==> config.mk <==
export PLATFORM = sky130hd
export DESIGN_NAME = midi_parser_voice_allocator
export DESIGN_NICKNAME = d
export VERILOG_FILES = /design/src/rtl/mpva_pkg.sv /design/src/rtl/mpva_ctrl.sv /design/src/rtl/mpva_datapath.sv /design/src/rtl/midi_parser_voice_allocator.sv
export SDC_FILE = /design/constraint.sdc
export NUM_CORES = 1
export LEC_CHECK = 0
export ABC_CLOCK_PERIOD_IN_PS = 3900
export BUFFER_PORTS_ARGS = -buffer_cell sky130_fd_sc_hd__buf_2
export CORE_MARGIN = 2
export CORE_UTILIZATION = 56
export CTS_CLUSTER_DIAMETER = 200
export DETAILED_ROUTE_END_ITERATION = 7
export PLACE_DENSITY = 0.79
export SYNTH_ARGS = -nofsm -noshare
export SYNTH_HDL_FRONTEND = slang
export SYNTH_SLANG_ARGS = --single-unit
==> constraint.sdc <==
create_clock -name clk_i -period 3.9 [get_ports clk_i]
set_input_delay 0.78 -clock clk_i [delete_from_list [all_inputs] [get_ports clk_i]]
set_output_delay 0.78 -clock clk_i [all_outputs]
set_load 0.03 [all_outputs]
==> src/rtl/mpva_pkg.sv <==
// mpva_pkg: shared types and constants for the midi parser / voice allocator
// holds parser and controller state encodings and the control/status structs
// no dependencies
`default_nettype none

package mpva_pkg;

  localparam int MaxVoicesDflt = 8;
  localparam logic [7:0] NoteOnRst = 8'd155;
  localparam logic [3:0] VoicesRst = 4'd4;

  // register byte addresses
  localparam logic [2:0] AddrNoteOn = 3'd0;
  localparam logic [2:0] AddrVoices = 3'd4;

  // midi status byte codes
  localparam logic [7:0] StSysex  = 8'hf0;
  localparam logic [7:0] StMtc    = 8'hf1;
  localparam logic [7:0] StSongPos = 8'hf2;
  localparam logic [7:0] StSongSel = 8'hf3;
  localparam logic [7:0] StCommonLast = 8'hf7;
  localparam logic [7:0] StOneFirst = 8'hc0;
  localparam logic [7:0] StOneLast  = 8'hdf;

  // message parser state, one-hot
  typedef enum logic [6:0] {
    PS_UNKNOWN    = 7'b0000001,
    PS_ONE        = 7'b0000010,
    PS_ONE_RUN    = 7'b0000100,
    PS_TWO_FIRST  = 7'b0001000,
    PS_TWO_SECOND = 7'b0010000,
    PS_TWO_RUN    = 7'b0100000,
    PS_SYSEX      = 7'b1000000
  } parse_state_e;

  // controller state, one-hot
  typedef enum logic [2:0] {
    CS_IDLE   = 3'b001,
    CS_SEARCH = 3'b010,
    CS_FINISH = 3'b100
  } ctrl_state_e;

  typedef struct packed {
    logic accept;       // input byte transfer this cycle
    logic search_step;  // examine one voice slot
    logic commit;       // update slot and load output register
  } mpva_cmd_t;

  typedef struct packed {
    logic msg_done;     // current byte completes a two-data-byte message
    logic search_end;   // slot search has finished
    logic found;        // a slot change is due
    logic out_free;     // output register can take a result
  } mpva_sts_t;

endpackage

`default_nettype wire

==> src/rtl/mpva_ctrl.sv <==
// mpva_ctrl: controller state machine for the voice allocator
// sequences byte transfer, slot search and result commit
// depends on mpva_pkg
`default_nettype none

module mpva_ctrl (
  input  wire logic               clk_i,
  input  wire logic               rst_ni,
  input  wire logic               in_valid_i,
  output logic                    in_stall_o,
  input  wire mpva_pkg::mpva_sts_t sts_i,
  output mpva_pkg::mpva_cmd_t     cmd_o
);

  mpva_pkg::ctrl_state_e state_q, state_d;

  always_comb begin
    state_d = state_q;
    cmd_o = '0;
    in_stall_o = 1'b1;
    unique case (state_q)
      mpva_pkg::CS_IDLE: begin
        in_stall_o = 1'b0;
        cmd_o.accept = in_valid_i;
        if (in_valid_i && sts_i.msg_done) begin
          state_d = mpva_pkg::CS_SEARCH;
        end
      end
      mpva_pkg::CS_SEARCH: begin
        cmd_o.search_step = 1'b1;
        if (sts_i.search_end) begin
          state_d = mpva_pkg::CS_FINISH;
        end
      end
      mpva_pkg::CS_FINISH: begin
        if (!sts_i.found) begin
          state_d = mpva_pkg::CS_IDLE;
        end else if (sts_i.out_free) begin
          cmd_o.commit = 1'b1;
          state_d = mpva_pkg::CS_IDLE;
        end
      end
      default: begin
        state_d = mpva_pkg::CS_IDLE;
      end
    endcase
  end

  always_ff @(posedge clk_i or negedge rst_ni) begin
    if (!rst_ni) begin
      state_q <= mpva_pkg::CS_IDLE;
    end else begin
      state_q <= state_d;
    end
  end

endmodule

`default_nettype wire

==> src/rtl/mpva_datapath.sv <==
// mpva_datapath: midi parser registers, voice slot table and output register
// one slot examined per search step, result held until transferred
// depends on mpva_pkg
`default_nettype none

module mpva_datapath #(
  parameter int MAX_VOICES = mpva_pkg::MaxVoicesDflt
) (
  input  wire logic               clk_i,
  input  wire logic               rst_ni,
  input  wire mpva_pkg::mpva_cmd_t cmd_i,
  output mpva_pkg::mpva_sts_t     sts_o,
  input  wire logic [7:0]         midi_byte_i,
  input  wire logic [7:0]         note_on_status_i,
  input  wire logic [3:0]         voices_in_use_i,
  output logic                    out_valid_o,
  input  wire logic               out_stall_i,
  output logic [2:0]              voice_slot_o,
  output logic [6:0]              key_number_o,
  output logic [14:0]             voice_level_o,
  output logic                    is_assign_o
);

  localparam int IdxW = (MAX_VOICES > 1) ? $clog2(MAX_VOICES) : 1;
  localparam int CntW = $clog2(MAX_VOICES + 1);
  localparam int CmpW = (CntW > 4) ? CntW : 4;

  mpva_pkg::parse_state_e parse_q, parse_d;
  logic [7:0] last_status_q;
  logic [6:0] pend_key_q;
  logic [6:0] pend_vel_q;
  logic       is_on_q;

  logic [6:0] slot_key_q [MAX_VOICES];

  logic [CntW-1:0] cnt_q;
  logic [IdxW-1:0] sel_q;
  logic            found_q;

  logic        out_valid_q;
  logic [2:0]  out_slot_q;
  logic [6:0]  out_key_q;
  logic [14:0] out_level_q;
  logic        out_assign_q;

  logic [CmpW-1:0] voices_ext;
  logic [CntW-1:0] n_slots;
  logic            at_end;
  logic [6:0]      cur_key;
  logic            hit_free;
  logic            hit_key;
  logic            is_data;

  // clamp the searched slot count to the table size
  assign voices_ext = CmpW'(voices_in_use_i);
  assign n_slots = (voices_ext > CmpW'(MAX_VOICES)) ? CntW'(MAX_VOICES) : CntW'(voices_ext);

  assign at_end   = (cnt_q == n_slots);
  assign cur_key  = at_end ? 7'd0 : slot_key_q[cnt_q[IdxW-1:0]];
  assign hit_free = (cur_key == 7'd0);
  assign hit_key  = (cur_key == pend_key_q);
  assign is_data  = !midi_byte_i[7];

  assign sts_o.msg_done   = is_data && (parse_q == mpva_pkg::PS_TWO_SECOND);
  assign sts_o.search_end = at_end || (is_on_q ? (!hit_free && hit_key) : hit_key);
  assign sts_o.found      = found_q;
  assign sts_o.out_free   = !out_valid_q || !out_stall_i;

  // parser next state
  always_comb begin
    parse_d = parse_q;
    if (midi_byte_i >= mpva_pkg::StSysex) begin
      if (midi_byte_i == mpva_pkg::StSysex) begin
        parse_d = mpva_pkg::PS_SYSEX;
      end else if (midi_byte_i == mpva_pkg::StMtc || midi_byte_i == mpva_pkg::StSongSel) begin
        parse_d = mpva_pkg::PS_ONE;
      end else if (midi_byte_i == mpva_pkg::StSongPos) begin
        parse_d = mpva_pkg::PS_TWO_FIRST;
      end else if (midi_byte_i <= mpva_pkg::StCommonLast) begin
        parse_d = mpva_pkg::PS_UNKNOWN;
      end
    end else if (!is_data) begin
      if (midi_byte_i >= mpva_pkg::StOneFirst && midi_byte_i <= mpva_pkg::StOneLast) begin
        parse_d = mpva_pkg::PS_ONE;
      end else begin
        parse_d = mpva_pkg::PS_TWO_FIRST;
      end
    end else begin
      unique case (parse_q)
        mpva_pkg::PS_ONE:        parse_d = mpva_pkg::PS_ONE_RUN;
        mpva_pkg::PS_TWO_FIRST:  parse_d = mpva_pkg::PS_TWO_SECOND;
        mpva_pkg::PS_TWO_RUN:    parse_d = mpva_pkg::PS_TWO_SECOND;
        mpva_pkg::PS_TWO_SECOND: parse_d = mpva_pkg::PS_TWO_RUN;
        default:                 parse_d = parse_q;
      endcase
    end
  end

  always_ff @(posedge clk_i or negedge rst_ni) begin
    if (!rst_ni) begin
      parse_q       <= mpva_pkg::PS_UNKNOWN;
      last_status_q <= 8'd0;
      pend_key_q    <= 7'd0;
      pend_vel_q    <= 7'd0;
      is_on_q       <= 1'b0;
    end else if (cmd_i.accept) begin
      parse_q <= parse_d;
      is_on_q <= (last_status_q == note_on_status_i);
      if (!is_data && midi_byte_i < mpva_pkg::StSysex
          && !(midi_byte_i >= mpva_pkg::StOneFirst && midi_byte_i <= mpva_pkg::StOneLast)) begin
        last_status_q <= midi_byte_i;
      end
      if (is_data && (parse_q == mpva_pkg::PS_TWO_FIRST || parse_q == mpva_pkg::PS_TWO_RUN)) begin
        pend_key_q <= midi_byte_i[6:0];
      end
      if (is_data && parse_q == mpva_pkg::PS_TWO_SECOND) begin
        pend_vel_q <= midi_byte_i[6:0];
      end
    end
  end

  // slot search: note-on keeps the last free slot unless the key is already held,
  // release takes the first slot holding the key
  always_ff @(posedge clk_i or negedge rst_ni) begin
    if (!rst_ni) begin
      cnt_q   <= '0;
      sel_q   <= '0;
      found_q <= 1'b0;
    end else if (cmd_i.accept) begin
      cnt_q   <= '0;
      found_q <= 1'b0;
    end else if (cmd_i.search_step && !at_end) begin
      cnt_q <= cnt_q + CntW'(1);
      if (is_on_q) begin
        if (hit_free) begin
          found_q <= 1'b1;
          sel_q   <= cnt_q[IdxW-1:0];
        end else if (hit_key) begin
          found_q <= 1'b0;
        end
      end else if (hit_key) begin
        found_q <= 1'b1;
        sel_q   <= cnt_q[IdxW-1:0];
      end
    end
  end

  always_ff @(posedge clk_i or negedge rst_ni) begin
    if (!rst_ni) begin
      for (int i = 0; i < MAX_VOICES; i++) begin
        slot_key_q[i] <= 7'd0;
      end
    end else if (cmd_i.commit) begin
      slot_key_q[sel_q] <= is_on_q ? pend_key_q : 7'd0;
    end
  end

  // output register
  always_ff @(posedge clk_i or negedge rst_ni) begin
    if (!rst_ni) begin
      out_valid_q <= 1'b0;
    end else if (cmd_i.commit) begin
      out_valid_q <= 1'b1;
    end else if (!out_stall_i) begin
      out_valid_q <= 1'b0;
    end
  end

  always_ff @(posedge clk_i) begin
    if (cmd_i.commit) begin
      out_slot_q   <= 3'(sel_q);
      out_key_q    <= pend_key_q;
      out_level_q  <= is_on_q ? {pend_vel_q, 8'h00} : 15'd0;
      out_assign_q <= is_on_q;
    end
  end

  assign out_valid_o   = out_valid_q;
  assign voice_slot_o  = out_slot_q;
  assign key_number_o  = out_key_q;
  assign voice_level_o = out_level_q;
  assign is_assign_o   = out_assign_q;

endmodule

`default_nettype wire

==> src/rtl/midi_parser_voice_allocator.sv <==
// midi_parser_voice_allocator: midi byte parser with polyphonic voice allocation
//
// input channel: one midi byte per transfer (in_valid_i / in_stall_o / midi_byte_i)
// output channel: one voice change per transfer (out_valid_o / out_stall_i and
//   voice_slot_o, key_number_o, voice_level_o, is_assign_o)
// config: apb-style port, note_on_status at byte address 0, voices_in_use at 4
//
// a byte that does not complete a two-data-byte message is taken with no stall, and
// the next byte can be taken in the following cycle
// a completing byte starts a slot search that walks one voice slot per cycle:
//   the byte is accepted, the search walks the slots up to n, with n the
//   voices_in_use value clamped to MAX_VOICES, and a commit step follows
// the slot walk over the key table sets the length of this sequence
// the result lands in an output register in the cycle after commit; a new byte
// may be taken while it waits
// if the receiver stalls with a result still pending, the next result holds in
// the commit cycle until the output register frees up
// reset clears the parser, all voice slots (free) and the output valid, and
// loads the config registers with their defaults; no clearing pass is needed
`default_nettype none

module midi_parser_voice_allocator #(
  parameter int MAX_VOICES = mpva_pkg::MaxVoicesDflt
) (
  input  wire logic        clk_i,
  input  wire logic        rst_ni,

  // apb-style config port
  input  wire logic        psel,
  input  wire logic        penable,
  input  wire logic        pwrite,
  input  wire logic [2:0]  paddr,
  input  wire logic [31:0] pwdata,
  output logic [31:0]      prdata,
  output logic             pready,

  // midi byte input
  input  wire logic        in_valid_i,
  output logic             in_stall_o,
  input  wire logic [7:0]  midi_byte_i,

  // voice change output
  output logic             out_valid_o,
  input  wire logic        out_stall_i,
  output logic [2:0]       voice_slot_o,
  output logic [6:0]       key_number_o,
  output logic [14:0]      voice_level_o,
  output logic             is_assign_o
);

  logic [7:0] note_on_q;
  logic [3:0] voices_q;
  logic       cfg_wr;

  mpva_pkg::mpva_cmd_t cmd;
  mpva_pkg::mpva_sts_t sts;

  // config registers, written in the access phase
  assign pready = 1'b1;
  assign cfg_wr = psel && penable && pwrite;

  always_ff @(posedge clk_i or negedge rst_ni) begin
    if (!rst_ni) begin
      note_on_q <= mpva_pkg::NoteOnRst;
      voices_q  <= mpva_pkg::VoicesRst;
    end else if (cfg_wr) begin
      // register index from the word address bit
      if (paddr[2] == mpva_pkg::AddrNoteOn[2]) begin
        note_on_q <= pwdata[7:0];
      end else begin
        voices_q <= pwdata[3:0];
      end
    end
  end

  always_comb begin
    if (paddr[2] == mpva_pkg::AddrVoices[2]) begin
      prdata = {28'd0, voices_q};
    end else begin
      prdata = {24'd0, note_on_q};
    end
  end

  // sequencer: byte transfer, slot walk, commit
  mpva_ctrl u_ctrl (
    .clk_i      (clk_i),
    .rst_ni     (rst_ni),
    .in_valid_i (in_valid_i),
    .in_stall_o (in_stall_o),
    .sts_i      (sts),
    .cmd_o      (cmd)
  );

  // parser, key table and output register
  mpva_datapath #(
    .MAX_VOICES (MAX_VOICES)
  ) u_datapath (
    .clk_i            (clk_i),
    .rst_ni           (rst_ni),
    .cmd_i            (cmd),
    .sts_o            (sts),
    .midi_byte_i      (midi_byte_i),
    .note_on_status_i (note_on_q),
    .voices_in_use_i  (voices_q),
    .out_valid_o      (out_valid_o),
    .out_stall_i      (out_stall_i),
    .voice_slot_o     (voice_slot_o),
    .key_number_o     (key_number_o),
    .voice_level_o    (voice_level_o),
    .is_assign_o      (is_assign_o)
  );

endmodule

`default_nettype wire

==> metrics.md <==
| Metric | Value |
|---|---|
| Status | complete, no violations |
| Hold Crit Class | primary input to async pin |
| Ys flop type | dfrtp_1 |
| Vias in the first global route | 3981 |
| Gpl congestion | 0.879 |
| DRC violations left | 0 |
| Post-Synth XOR/XNOR Area | 0.0257 |
| Clk buf depth | 2 |
| Initial DRC Count | 236 |
| GRT Overall Usage | 0.230 |
| Seq/Total Area, Yosys | 0.538 |
| Fin crit period | 3.29 ns |
| Non-filler instance count after layout | 705 |
| Hold buffer count at CTS | 0 |
| Largest net degree at the start of global routing | 58 |
| Via count | 4022 |
| H-Tree Depth | 4 |
| Synth Area in Compound Gates | 0.0687 |
| CTS Buf Count | 17 |
| Drt pass-1 iters | 7 |
| Largest family of logic cells by synthesized area | multiplexers |
| Mux contribution to synthesized area | 0.190 |
| Final hold violation count | 0 |
| Leading area contributor after synthesis | dfrtp_1 |
| Routed wire length per instance | 18.0 um |
| Root Buffer | clkbuf_8 |
| RSZ-0062 raised after global routing | no |
| GRT overflow | 0 |
| Worst setup margin | 0.610 ns |
| Number of max-cap violations | 0 |
| Cell variety after synth | 55 |
| Ys Warns | 0 |
| Tcrit/Tclk final | 0.844 |
| Critical-path maximum fanout | 13 |
| WL final | 12700 um |
| Most common cell after layout, fill and taps aside | dfrtp_1 |
| Setup tns final | 0 ns |
| WP data arrival | 3.71 ns |
| Async S/R FF share, synth | 0.859 |
| Post-Synthesis Cell Area | 6140 um2 |
| I/O pins | 111 |
| PwrDens | 562 nW/um2 |
| Worst-Margin Slew | 1.20 ns |
| Hpwl dp | 8300 um |
| Peak VDD IR | 0.313 mV |
| Rows | 38 |
| Max-slew violations | 0 |
| Mapped Cells | 497 |
| Fraction of layout instances using a drive strength above 1 | 0.320 |
| Final net count | 603 |
| Die Ht | 109 um |
| Die width | 109 um |
| Worst Clk Skew | 0.00554 ns |
| Diode count | 0 |
| Clock Sinks | 128 |
| CP startpoint kind | register |
| Post-synthesis simple-gate area fraction | 0.118 |
| Setup violators final | 0 |
| Top cell type's share of synthesized area | 0.416 |
| Setup Buffers After CTS | 0 |
| Initial antenna violation count | 0 |
| Mean Syn Cell Area | 12.4 um2 |
| Largest cells by area after synthesis | dfrtp_1 42%, mux2_2 11%, edfxtp_1 8.8% |
| First-pass GRT wire length | 20100 um |
| Area grow syn2layout | 14.3% |
| Critical Path RT | 4.32 ns |
| Core ar. | 10700 um2 |
| Fmax | 304 MHz |
| Crit Path Class | register to register |
| Antenna Nets Post-Route | 0 |
| Clk_lat worst skew | 0.53 ns |
| Most frequent cells in the layout | 102 x dfrtp_1, 62 x mux2_2, 61 x nand2_1 |
| Tightest hold margin | 0.296 ns |
| Post-cts repair resize count | 0 |
| Cells on worst reg2reg path | 8 |
| Placed insts | 673 |
| Relative slew slack | 0.189 |
| EDFF count, synth | 18 |
| Die ar. | 11800 um2 |
| Leakage | 3.12 nW |
| Vias per Instance | 5.70 |
| Initial Util | 0.571 |
| CTS tree | built |
| #FFs+latches synth | 128 |
| Fin util | 0.653 |
| Port Buffer Count | 51 |
| Clock transition at path regs | 0.06 ns |
| Critical path capture point type | register |
| Post-synthesis adder-cell area fraction | 0.00204 |
| Pre-CTS WS | 0.646 ns |
cells by family (layout without fill, tap and decap cells):
kind of cell / Yosys count / in the layout
DFF: 128 / 128
AOI/OAI and AO/OA: 68 / 68
other: 2 / 33
adders and majority gates: 1 / 1
xor gates and xnor gates: 18 / 18
buffers and inverters: 54 / 91
and+or+nand+nor: 141 / 141
muxes: 85 / 85
final timing paths:
check	start	to	slack (ns)
setup / recovery	u_datapath.cnt_q[0]	u_ctrl.state_q[1]	0.61
hold / removal	rst_ni	u_datapath.slot_key_q[48]	0.30
setup reg to reg	u_datapath.cnt_q[0]	u_ctrl.state_q[1]	0.61
hold reg to reg	u_datapath.slot_key_q[30]	u_datapath.slot_key_q[30]	0.48
max in group asynchronous	rst_ni	u_ctrl.state_q[0]	2.83
min in group clk_i	pwdata[4]	note_on_q[4]	0.48
worst max-delay path, cell delays in order (launching register included):
cell and delay (ns):
dfrtp_1 0.86, mux4_1 0.66, mux2_2 0.31, and2b_1 0.23, nor2_1 0.05, o32a_1 0.33, nor4_2 0.38, a21oi_1 0.12
or2_1 0.23
layer usage:
layer | GRT usage | share of wire | up-vias
li1 | - | - | 1823
met2 | 0.358 | 0.48 | 177
met5 | 0 | 0 | -
met4 | 0.0852 | 0.021 | 0
met1 | 0.308 | 0.42 | 1993
met3 | 0.0705 | 0.074 | 29
stage by stage:
| step | instance area, um2 | power, mW |
|---|---|---|
| final | 7020 | 3.94 |
| after global routing | 7020 | 4.10 |
| after CTS | 7020 | 3.95 |
| after detailed placement | 6400 | 2.29 |
| after global placement | 6400 | 2.25 |
| after floorplan | 6250 | 2.12 |
cell usage after synthesis, drive strengths merged, types with 5 or more instances:
cell	number
a21oi	5
and2	15
buf	38
clkbuf	13
dfrtp	102
dfstp	8
edfxtp	18
mux2	65
mux2i	6
mux4	14
nand2	62
nand3	6
nand4	6
nor2	21
nor4b	5
o21ai	43
xnor2	13
xor2	5
sequential cells by signal, summed over array words and instances (netlist names):
register	count
note_on_q	8
u_datapath.pend_vel_q	7
u_datapath.out_valid_o	1
u_datapath.last_status_q	8
u_datapath.slot_key_q	56
u_datapath.parse_q	7
u_datapath.sel_q	3
u_datapath.pend_key_q	7
u_ctrl.state_q	3
u_datapath.is_assign_o	1
u_datapath.voice_slot_o	3
u_datapath.voice_level_o	7
u_datapath.is_on_q	1
voices_q	4
u_datapath.cnt_q	4
u_datapath.found_q	1
u_datapath.key_number_o	7
power breakdown:
| group | leakage (nW) | total (mW) | switching (mW) | internal [mW] |
|---|---|---|---|---|
| logic | 1.18 | 0.580 | 0.331 | 0.249 |
| clock network | 0.300 | 1.66 | 0.565 | 1.10 |
| registers | 1.63 | 1.70 | 0.186 | 1.52 |
cell type report:
type | instances | area (um2)
Timing Repair Buffer | 56 | 308
Sequential cell | 128 | 3300
Clock inverter | 12 | 190
Multi-Input combinational cell | 346 | 2610
Fill cell | 788 | 3730
Clock buffer | 20 | 425
Tap cell | 140 | 175
Inverter | 3 | 11.3
Power figures use the tool's default switching activity.
